===== src/hdl/previous_smaller_element_core_defines.svh =====
// ----------------------------------------------------------------------------
// previous smaller element core: assertion macros
// Shared concurrent assertion forms, sampled on the block clock and disabled
// while reset is asserted.
// ----------------------------------------------------------------------------
`ifndef PREVIOUS_SMALLER_ELEMENT_CORE_DEFINES_SVH
`define PREVIOUS_SMALLER_ELEMENT_CORE_DEFINES_SVH

// same-cycle implication
`define PSE_ASSERT_NOW(lbl, clk, rstn, ante, cons) \
    lbl: assert property (@(posedge clk) disable iff (!rstn) (ante) |-> (cons)) \
        else $error("pse assertion failed");

// next-cycle implication
`define PSE_ASSERT_NEXT(lbl, clk, rstn, ante, cons) \
    lbl: assert property (@(posedge clk) disable iff (!rstn) (ante) |=> (cons)) \
        else $error("pse assertion failed");

`endif


===== src/hdl/pse_pkg.sv =====
// ----------------------------------------------------------------------------
// pse_pkg
// Constants shared by the previous smaller element core modules.
// ----------------------------------------------------------------------------
package pse_pkg;

    localparam int VALUE_WIDTH_DEF = 16;
    localparam int STACK_DEPTH_DEF = 256;

    // entries in the queue between front and engine
    localparam int QUEUE_DEPTH = 4;

    // tuser bit positions
    localparam int IN_START_BIT  = 0;
    localparam int OUT_FOUND_BIT = 0;
    localparam int OUT_OVF_BIT   = 1;

endpackage


===== src/hdl/pse_front.sv =====
// ----------------------------------------------------------------------------
// pse_front
// Accepts input transactions, splits them into value and start flag and
// holds them in a short queue for the stack engine.
// ----------------------------------------------------------------------------
module pse_front
    import pse_pkg::*;
#(
    parameter int VALUE_WIDTH = VALUE_WIDTH_DEF
) (
    input  logic                   aclk,
    input  logic                   aresetn,
    input  logic                   in_valid,
    output logic                   in_ready,
    input  logic [VALUE_WIDTH-1:0] in_value,
    input  logic                   in_start,
    output logic                   item_valid,
    input  logic                   item_ready,
    output logic [VALUE_WIDTH-1:0] item_value,
    output logic                   item_start
);

    localparam int PTR_W = (QUEUE_DEPTH > 1) ? $clog2(QUEUE_DEPTH) : 1;
    localparam int CNT_W = $clog2(QUEUE_DEPTH + 1);

    // entry: start flag above the value
    logic [VALUE_WIDTH:0] q_mem [QUEUE_DEPTH];
    logic [PTR_W-1:0]     wr_ptr_reg, wr_ptr_next;
    logic [PTR_W-1:0]     rd_ptr_reg, rd_ptr_next;
    logic [CNT_W-1:0]     count_reg, count_next;
    logic                 push, pop;

    assign in_ready   = (count_reg != CNT_W'(QUEUE_DEPTH));
    assign item_valid = (count_reg != '0);
    assign push       = in_valid && in_ready;
    assign pop        = item_valid && item_ready;
    assign item_value = q_mem[rd_ptr_reg][VALUE_WIDTH-1:0];
    assign item_start = q_mem[rd_ptr_reg][VALUE_WIDTH];

    always_comb begin
        wr_ptr_next = wr_ptr_reg;
        rd_ptr_next = rd_ptr_reg;
        count_next  = count_reg;
        if (push) begin
            wr_ptr_next = (wr_ptr_reg == PTR_W'(QUEUE_DEPTH - 1)) ? '0 : wr_ptr_reg + 1'b1;
        end
        if (pop) begin
            rd_ptr_next = (rd_ptr_reg == PTR_W'(QUEUE_DEPTH - 1)) ? '0 : rd_ptr_reg + 1'b1;
        end
        case ({push, pop})
            2'b10:   count_next = count_reg + 1'b1;
            2'b01:   count_next = count_reg - 1'b1;
            default: count_next = count_reg;
        endcase
    end

    always_ff @(posedge aclk) begin
        if (!aresetn) begin
            wr_ptr_reg <= '0;
            rd_ptr_reg <= '0;
            count_reg  <= '0;
        end else begin
            wr_ptr_reg <= wr_ptr_next;
            rd_ptr_reg <= rd_ptr_next;
            count_reg  <= count_next;
        end
    end

    always_ff @(posedge aclk) begin
        if (push) begin
            q_mem[wr_ptr_reg] <= {in_start, in_value};
        end
    end

endmodule


===== src/hdl/pse_engine.sv =====
// ----------------------------------------------------------------------------
// pse_engine
// Monotonic stack sequencer: pops entries not smaller than the new value,
// reports the remaining top and pushes the value into the stack memory unless it is full.
// ----------------------------------------------------------------------------
`include "previous_smaller_element_core_defines.svh"

module pse_engine
    import pse_pkg::*;
#(
    parameter int VALUE_WIDTH = VALUE_WIDTH_DEF,
    parameter int STACK_DEPTH = STACK_DEPTH_DEF
) (
    input  logic                   aclk,
    input  logic                   aresetn,
    input  logic                   item_valid,
    output logic                   item_ready,
    input  logic [VALUE_WIDTH-1:0] item_value,
    input  logic                   item_start,
    output logic                   out_valid,
    input  logic                   out_ready,
    output logic                   out_found,
    output logic [VALUE_WIDTH-1:0] out_prev,
    output logic                   out_overflow
);

    localparam int IDX_W = $clog2(STACK_DEPTH);
    localparam int CNT_W = $clog2(STACK_DEPTH + 1);

    localparam logic [1:0] S_IDLE = 2'd0;
    localparam logic [1:0] S_CMP  = 2'd1;
    localparam logic [1:0] S_RD   = 2'd2;

    logic [VALUE_WIDTH-1:0] stack_mem [STACK_DEPTH];
    logic [VALUE_WIDTH-1:0] rd_data_reg;
    logic [IDX_W-1:0]       rd_addr, wr_addr;

    logic [1:0]             state_reg, state_next;
    logic [CNT_W-1:0]       count_reg, count_next;
    logic [VALUE_WIDTH-1:0] cur_reg, cur_next;
    logic [VALUE_WIDTH-1:0] top_reg, top_next;
    logic                   out_valid_reg, out_valid_next;
    logic                   found_reg, ovf_reg;
    logic [VALUE_WIDTH-1:0] prev_reg;

    logic top_ge, out_free, out_load, push, stack_full, stack_empty;

    assign stack_full  = (count_reg == CNT_W'(STACK_DEPTH));
    assign stack_empty = (count_reg == '0);
    assign top_ge      = !stack_empty && ($signed(top_reg) >= $signed(cur_reg));
    assign out_free    = !out_valid_reg || out_ready;
    // entry below the current top, valid in the cycle after a pop
    assign rd_addr     = IDX_W'(count_reg - CNT_W'(2));
    assign wr_addr     = count_reg[IDX_W-1:0];

    always_comb begin
        state_next = state_reg;
        count_next = count_reg;
        cur_next   = cur_reg;
        top_next   = top_reg;
        item_ready = 1'b0;
        out_load   = 1'b0;
        push       = 1'b0;
        unique case (state_reg)
            S_IDLE: begin
                if (item_valid) begin
                    item_ready = 1'b1;
                    cur_next   = item_value;
                    if (item_start) begin
                        count_next = '0;
                    end
                    state_next = S_CMP;
                end
            end
            S_CMP: begin
                if (top_ge) begin
                    count_next = count_reg - 1'b1;
                    state_next = S_RD;
                end else if (out_free) begin
                    out_load = 1'b1;
                    if (!stack_full) begin
                        push       = 1'b1;
                        count_next = count_reg + 1'b1;
                        top_next   = cur_reg;
                    end
                    state_next = S_IDLE;
                end
            end
            S_RD: begin
                top_next   = rd_data_reg;
                state_next = S_CMP;
            end
            default: begin
                state_next = S_IDLE;
            end
        endcase
    end

    always_comb begin
        out_valid_next = out_valid_reg;
        if (out_load) begin
            out_valid_next = 1'b1;
        end else if (out_ready) begin
            out_valid_next = 1'b0;
        end
    end

    always_ff @(posedge aclk) begin
        if (!aresetn) begin
            state_reg     <= S_IDLE;
            count_reg     <= '0;
            out_valid_reg <= 1'b0;
        end else begin
            state_reg     <= state_next;
            count_reg     <= count_next;
            out_valid_reg <= out_valid_next;
        end
    end

    always_ff @(posedge aclk) begin
        cur_reg <= cur_next;
        top_reg <= top_next;
        if (out_load) begin
            found_reg <= !stack_empty;
            prev_reg  <= stack_empty ? '0 : top_reg;
            ovf_reg   <= stack_full;
        end
    end

    always_ff @(posedge aclk) begin
        if (push) begin
            stack_mem[wr_addr] <= cur_reg;
        end
        rd_data_reg <= stack_mem[rd_addr];
    end

    assign out_valid    = out_valid_reg;
    assign out_found    = found_reg;
    assign out_prev     = prev_reg;
    assign out_overflow = ovf_reg;

    `PSE_ASSERT_NOW(a_count_bound, aclk, aresetn, 1'b1, count_reg <= CNT_W'(STACK_DEPTH))
    `PSE_ASSERT_NEXT(a_pop_step, aclk, aresetn, state_reg == S_CMP && top_ge, state_reg == S_RD && count_reg == $past(count_reg) - 1'b1)
    `PSE_ASSERT_NEXT(a_ovf_keeps_full, aclk, aresetn, out_load && stack_full, out_overflow && count_reg == CNT_W'(STACK_DEPTH))

endmodule


===== src/hdl/previous_smaller_element_core.sv =====
// ----------------------------------------------------------------------------
// previous_smaller_element_core
// Streaming previous strictly smaller element finder on a monotonic stack.
// ----------------------------------------------------------------------------
// Input stream s_axis: tdata carries a signed value, tuser[0] is the start
// flag that empties the stack so the value begins a new sequence.
// Output stream m_axis: one transaction per input, tdata is the nearest
// earlier strictly smaller value (zero if none), tuser[0] says one was found,
// tuser[1] says the stack was full and the value was not pushed.
// Inputs land in a four-entry queue; the stack engine takes them one at a
// time. Every stack entry that an item pops costs a refetch of the new top
// from the stack memory through its registered read port. Each value is
// popped at most once.
// Reset empties the queue, the stack and the output register; stack memory
// needs no clearing pass. When m_axis_tready is low the result holds, the
// engine stalls at its next result and the queue fills before s_axis_tready
// drops.
// ----------------------------------------------------------------------------
module previous_smaller_element_core
    import pse_pkg::*;
#(
    parameter int VALUE_WIDTH = VALUE_WIDTH_DEF,
    parameter int STACK_DEPTH = STACK_DEPTH_DEF
) (
    input  logic                                  aclk,
    input  logic                                  aresetn,
    input  logic                                  s_axis_tvalid,
    output logic                                  s_axis_tready,
    input  logic [((VALUE_WIDTH + 7) / 8) * 8-1:0] s_axis_tdata,  // value
    input  logic [0:0]                            s_axis_tuser,  // start_req
    output logic                                  m_axis_tvalid,
    input  logic                                  m_axis_tready,
    output logic [((VALUE_WIDTH + 7) / 8) * 8-1:0] m_axis_tdata,  // prev_smaller
    output logic [1:0]                            m_axis_tuser   // found, overflow
);

    localparam int TDATA_W = ((VALUE_WIDTH + 7) / 8) * 8;

    logic                   item_valid, item_ready, item_start;
    logic [VALUE_WIDTH-1:0] item_value;
    logic                   found, overflow;
    logic [VALUE_WIDTH-1:0] prev_smaller;

    pse_front #(
        .VALUE_WIDTH (VALUE_WIDTH)
    ) u_front (
        .aclk       (aclk),
        .aresetn    (aresetn),
        .in_valid   (s_axis_tvalid),
        .in_ready   (s_axis_tready),
        .in_value   (s_axis_tdata[VALUE_WIDTH-1:0]),
        .in_start   (s_axis_tuser[IN_START_BIT]),
        .item_valid (item_valid),
        .item_ready (item_ready),
        .item_value (item_value),
        .item_start (item_start)
    );

    pse_engine #(
        .VALUE_WIDTH (VALUE_WIDTH),
        .STACK_DEPTH (STACK_DEPTH)
    ) u_engine (
        .aclk         (aclk),
        .aresetn      (aresetn),
        .item_valid   (item_valid),
        .item_ready   (item_ready),
        .item_value   (item_value),
        .item_start   (item_start),
        .out_valid    (m_axis_tvalid),
        .out_ready    (m_axis_tready),
        .out_found    (found),
        .out_prev     (prev_smaller),
        .out_overflow (overflow)
    );

    assign m_axis_tdata                = TDATA_W'(prev_smaller);
    assign m_axis_tuser[OUT_FOUND_BIT] = found;
    assign m_axis_tuser[OUT_OVF_BIT]   = overflow;

endmodule


===== config.mk =====
export PLATFORM = sky130hd
export DESIGN_NAME = previous_smaller_element_core
export DESIGN_NICKNAME = d
export VERILOG_FILES = /design/src/hdl/pse_pkg.sv /design/src/hdl/pse_front.sv /design/src/hdl/pse_engine.sv /design/src/hdl/previous_smaller_element_core.sv
export VERILOG_INCLUDE_DIRS = /design/src /design/src/hdl
export SDC_FILE = /design/constraint.sdc
export NUM_CORES = 2
export LEC_CHECK = 0
export ABC_AREA = 1
export BUFFER_PORTS_ARGS = -buffer_cell sky130_fd_sc_hd__buf_2
export CORE_MARGIN = 2
export CORE_UTILIZATION = 30
export CTS_BUF_LIST = sky130_fd_sc_hd__clkbuf_4 sky130_fd_sc_hd__clkbuf_8
export DETAILED_ROUTE_END_ITERATION = 12
export PLACE_DENSITY = 0.46
export SLEW_MARGIN = 20
export SYNTH_ARGS = -nofsm -noshare
export SYNTH_HDL_FRONTEND = slang
export SYNTH_MEMORY_MAX_BITS = 65536
export SYNTH_SLANG_ARGS = --single-unit

===== constraint.sdc =====
create_clock -name aclk -period 7.66 [get_ports aclk]
set_clock_uncertainty 0.1 [all_clocks]
set_input_delay 1.532 -clock aclk [delete_from_list [all_inputs] [get_ports aclk]]
set_output_delay 1.532 -clock aclk [all_outputs]
set_load 0.005 [all_outputs]

* Word level (Yosys, flattened, before mapping)
Memories as Yosys holds them, arrays and structs flattened. A register that Yosys moved wholly into a read port is not among the register bits.
Index checks and enable logic that the tools add are counted.
** Storage, ports and cells
- Register bits after elaboration :: 69
- Bits in latches :: 0
- Memory bits (writable) :: 4164
- Bits in read-only memories :: 0
- Input port bits :: 21
- Output and inout bits :: 20
- Logic and storage cells :: 87
- Memories kept :: 2
** Cells by class
- Add/subtract/negate cells :: 7
- Multiply operators :: 0
- Div/mod/pow operators :: 0
- Magnitude comparators :: 1
- Eq/ne operators :: 15
- Shifts and indexed selects :: 0
- Muxes and demuxes :: 34
- Bitwise operators :: 0
- Reduce and logical (&&, ||, !) cells :: 17
** Memories
- u_engine.stack_mem :: depth 256, bits a word 16, read ports 1, clocked after memory_dff 1, write ports 1, RTL line pse_engine.sv:34 : logic [VALUE_WIDTH-1:0] stack_mem [STACK_DEPTH];
- u_front.q_mem :: depth 4, bits a word 17, read ports 1, clocked after memory_dff 1, write ports 1, RTL line pse_front.sv:27 : logic [VALUE_WIDTH:0] q_mem [QUEUE_DEPTH];
** Operator list (number)
- $mux W16 :: 3
- $mux W9 :: 5
- $pmux W16 S2 :: 1
- $pmux W9 S2 :: 1
- $ge A16 B16 Y1 :: 1
- $mux W1 :: 15
- $mux W2 :: 7
- $add A9 B1 Y9 const B :: 1
- $eq A9 B9 Y1 const B :: 1
- $logic_not A9 Y1 :: 1
- $sub A9 B1 Y9 const B :: 1
- $eq A2 B2 Y1 const B :: 4
- $ne A2 B2 Y1 const B :: 4
- $reduce_bool A2 Y1 :: 4
- $sub A8 B2 Y8 const B :: 1
- $pmux W2 S3 :: 1
- $pmux W3 S2 :: 1
- $reduce_and A5 Y1 :: 1
- $add A2 B1 Y2 const B :: 2
- $eq A2 B1 Y1 const B :: 2
- $reduce_and A2 Y1 :: 2
- $reduce_and A4 Y1 :: 1
- $add A3 B1 Y3 const B :: 1
- $logic_and A1 B1 Y1 :: 3
- other kinds (9) :: 10

* Longest topological paths before layout
- Word-level depth :: 7
- Gate-level depth with buffers :: 23
- Mapped depth without buffers :: 23

* Hierarchy
Synthesis repeated with hierarchy kept, for this count alone.
** Second synthesis, totals
- Cells, all modules :: 11989
- Area, all modules :: 163448.0 µm²
** Modules (own cells, without submodules)
- pse_engine :: instances 1, cells an instance 11754, area an instance 160361.3 µm²
- pse_front :: instances 1, cells an instance 233, area an instance 3071.7 µm²
- previous_smaller_element_core :: instances 1, cells an instance 2, area an instance 15.0 µm²

* Worst setup path before layout
OpenSTA, ideal clock, no wires.
- Kind :: flip-flop to flip-flop
- Start :: register u_engine.cur_reg[15] (read register of u_front.q_mem)
- End :: memory u_engine.stack_mem[194][0] in the netlist's numbering (enable)
- Library setup time :: 388 ps
- Data arrival time :: 6043 ps
- Required time :: 7172 ps
- Path slack :: 1129 ps
- Cell stages (with the launch flop) :: 16
- Path through :: edfxtp_1 inv_1 ha_1 nand2_1 nor2_2 nand2_1 nor2_1 nand2_1 nand4_1 nand3_2 nand2_2 nand2_2 nor3_4 nand2_2 buf_2 nor2_1
** Between the ends
- Longest elaborated chain between the ends :: 6
** RTL lines
- start, declared :: RTL line pse_engine.sv:40 : logic [VALUE_WIDTH-1:0] cur_reg, cur_next;
- $ge A16 B16 Y1 :: RTL line pse_engine.sv:50 : assign top_ge = !stack_empty && ($signed(top_reg) >= $signed(cur_reg));
- $logic_and A1 B1 Y1 :: RTL line pse_engine.sv:50
- $mux W1 :: RTL line pse_engine.sv:76 : if (top_ge) begin
- $mux W1 :: RTL line pse_engine.sv:64 : unique case (state_reg)
- $mux W1 :: RTL line pse_engine.sv:131 : if (push) begin
- $mux W1 (implied by the code) :: RTL line pse_engine.sv:132 : stack_mem[wr_addr] <= cur_reg;
- end, declared :: RTL line pse_engine.sv:34
No other way between the ends.

* Worst setup path in the final report
- Start :: register u_engine.cur_reg[13] (read register of u_front.q_mem)
- End :: memory u_engine.stack_mem[128][10] in the netlist's numbering (enable)
The elaborated chain is that of the path after synthesis.

==> flow_summary.ini <==
[place]
place_congestion = 0.823
dp_slack_ns = 2.35
dp_hpwl_um = 303000
port_buffers = 40

[power]
p_per_area_nw_per_um2 = 341
p_leak_nw = 59.2
irDropWorstVdd_v = 0.000317

[synth]
yosysUniqueCellTypes = 39
synth-warning-count = 0
synth-seq-cells = 4251
synth_nets = 11775
ys_seq_area_frac = 0.781
syn_inst = 11722
syn_area_um2 = 163000
synth_area_per_cell_um2 = 13.9

[setup_path]
worstSetupStartpoint = u_engine.cur_reg[13]
crit_arrival_ns = 6.24
critical_path_required_ns = 8.50
crit_type = register to register
path_buf_inv = 3
worstPathMaxFanout = 18
critPathTopFamily = simple AND/OR/NAND/NOR gates
path_common_cell = nand2_1
cp.depth = 15
r2r_start = u_engine.cur_reg[13]
endpoint_kind = register
start_kind = register
slowest_stage = edfxtp_1
crit_chain = inv_1, ha_1, nand2_1, nor2_2, nand2_1, nor2_1, nand2_1, nand4_1, nand3_2, nand2_2, nand2_2, inv_1, nand3_1, nor2_1, buf_4
r2r_cells = 15
slowest_delay_ns = 0.92

[sta]
worst_slack_ns = 2.26
fmax_mhz = 185
fin_crit_ns = 5.40
fin_crit_sh = 0.705
worst_slew_pin_slew_ns = 1.12
relSlewSlack = 0.251
tns_ns = 0
hold_viol_final = 0
finalMaxSlewViolations = 0
rsz0062_at_grt = false
setup_viol = 0

[clock_network]
clkLatencyLatePin_ns = 1.24
clock_sinks = 4251
h-tree-depth = 6
cts_made_buffers = 685
postCtsSetupBuffers = 0
cts-root-buf = clkbuf_8
path_clk_slew_ns = 0.06
clockBufferDepth = 4
cts_tree = yes
cts_hold_buf = 0
ctsResizeCount = 0

[global_routing]
first_global_vias = 96358
grt_overflow_total = 0
grt_pass1_wl_um = 748000
antenna_found_initial = 29
grt_max_degree = 145
grtUsageTotal = 0.188

[final_layout]
area_delta_synth_final_pct = 14.4
layout-drive-gt1-share = 0.134
multiInputGateArea_um2 = 32500
regArea_um2 = 127000
top_regs = u_engine.stack_mem (4096), u_front.q_mem (68)
final_nets = 12204
fillers = 52731
largest_register_ffs = 4096
top_register = u_engine.stack_mem

[hold_path]
hold_path.class = register to register
min_from = u_front.count_reg[2]
whs_path_depth = 2

[floorplan]
die_x_um = 741
die_h_um = 741
start_util = 0.301
core_area_um2 = 541000
rows = 270
die-area_um2 = 549000
io_pins = 41

[detailed_routing]
post_drt_wl_per_cell_um = 26.9
via_per_inst = 5.04
first_pass_iters = 6
drc = 0
dr.first_iter.drc_count = 11452
routed-via-count = 100210
drt-total-wl_um = 536000
postRouteAntennaNets = 0

[run]
maxCapViolCount = 0

[outcome]
status = completed
[layer usage]
layer,share of wire,track usage
met1,0.44,0.268
met2,0.46,0.297
met3,0.065,0.0295
met4,0.029,0.0543
met5,0.000022,0
[layout make-up]
type,count,share of cell area
flip-flops and latches,4251,0.683
multi-input cells,6650,0.174
clock buffers,993,0.0636
well taps,7208,0.0484
repair buffers,464,0.0214
clock inverters,203,0.00665
inverters,99,0.00214
diodes,9,0.000121
[metrics by stage]
step	power, mW	utilization	area (µm²)	hold slack, ns	instances
global route	65.8	0.344	186000	0.369	19869
detailed placement	44.9	0.320	173000	0.385	18672
global placement	44.9	0.320	173000	0.377	18672
CTS	64.1	0.344	186000	0.276	19868
finish	63.5	0.344	186000	0.394	19877
floorplan	37.5	-	163000	0.358	11722
[cells in the final DEF, fill, tap and decap left out, types with 289 or more instances in the layout]
master    count
buf_4       375
nor2_1      418
clkbuf_4    289
clkbuf_8    704
nand2_1    3414
a22oi_1     453
nand4_1     699
edfxtp_1   4214
nand3_1     671
o211ai_1    311
[synthesized netlist by cell type, drive strengths merged]
cell type | count | area [µm²]
buf | 387 | 1840
ha | 30 | 375
nand3 | 673 | 3380
a21oi | 31 | 155
nor3 | 4 | 36.3
a32o | 1 | 10.0
xnor2 | 2 | 17.5
nand2 | 3435 | 12900
nor2 | 472 | 1810
o22ai | 17 | 106
inv | 99 | 372
o221ai | 58 | 508
a31oi | 29 | 181
clkbuf | 335 | 1260
o311ai | 1 | 8.76
a41oi | 47 | 412
xor2 | 8 | 70.1
nand4 | 699 | 4370
o21bai | 27 | 203
mux2 | 1 | 11.3
or2 | 75 | 469
dfxtp | 37 | 741
fa | 2 | 40.0
a211oi | 2 | 15.0
o211a | 1 | 10.0
o211ai | 311 | 2330
a22oi | 453 | 3400
o21ai | 271 | 1360
edfxtp | 4214 | 127000
[path summary, 6_finish.rpt]
path                                 end  slack, ns
max          u_engine.stack_mem[128][10]       2.26
min                 u_front.count_reg[2]       0.39
max reg2reg  u_engine.stack_mem[128][10]       2.26
min reg2reg         u_front.count_reg[2]       0.39
[logic make-up (layout without fill, tap and decap cells)]
family	Yosys count	after routing	synth area share
multiplexers	1	1	0.0000691
AO/OA/AOI/OAI	1249	1249	0.0534
buffers and inverters	821	1759	0.0213
AND/OR/NAND/NOR	5358	5358	0.141
XOR/XNOR	10	10	0.000538
other	0	9	0
flip-flops	4251	4251	0.781
adder cells (fa/ha/maj)	32	32	0.00255
[worst reg2reg max path, cell delays in order, from the launching register on]
cell and delay [ns]:
edfxtp_1 0.92, inv_1 0.16, ha_1 0.36, nand2_1 0.07, nor2_2 0.14, nand2_1 0.07
nor2_1 0.16, nand2_1 0.11, nand4_1 0.12, nand3_2 0.13, nand2_2 0.15, nand2_2 0.15
inv_1 0.62, nand3_1 0.80, nor2_1 0.76, buf_4 0.30
[where the power goes]
part	switching, mW	internal, mW	total (mW)
clock	9.15	10.1	19.3
combinational	12.0	2.59	14.6
sequential	0.218	29.4	29.6
total	21.4	42.1	63.5
No activity file was read; power rests on OpenSTA's default activity.
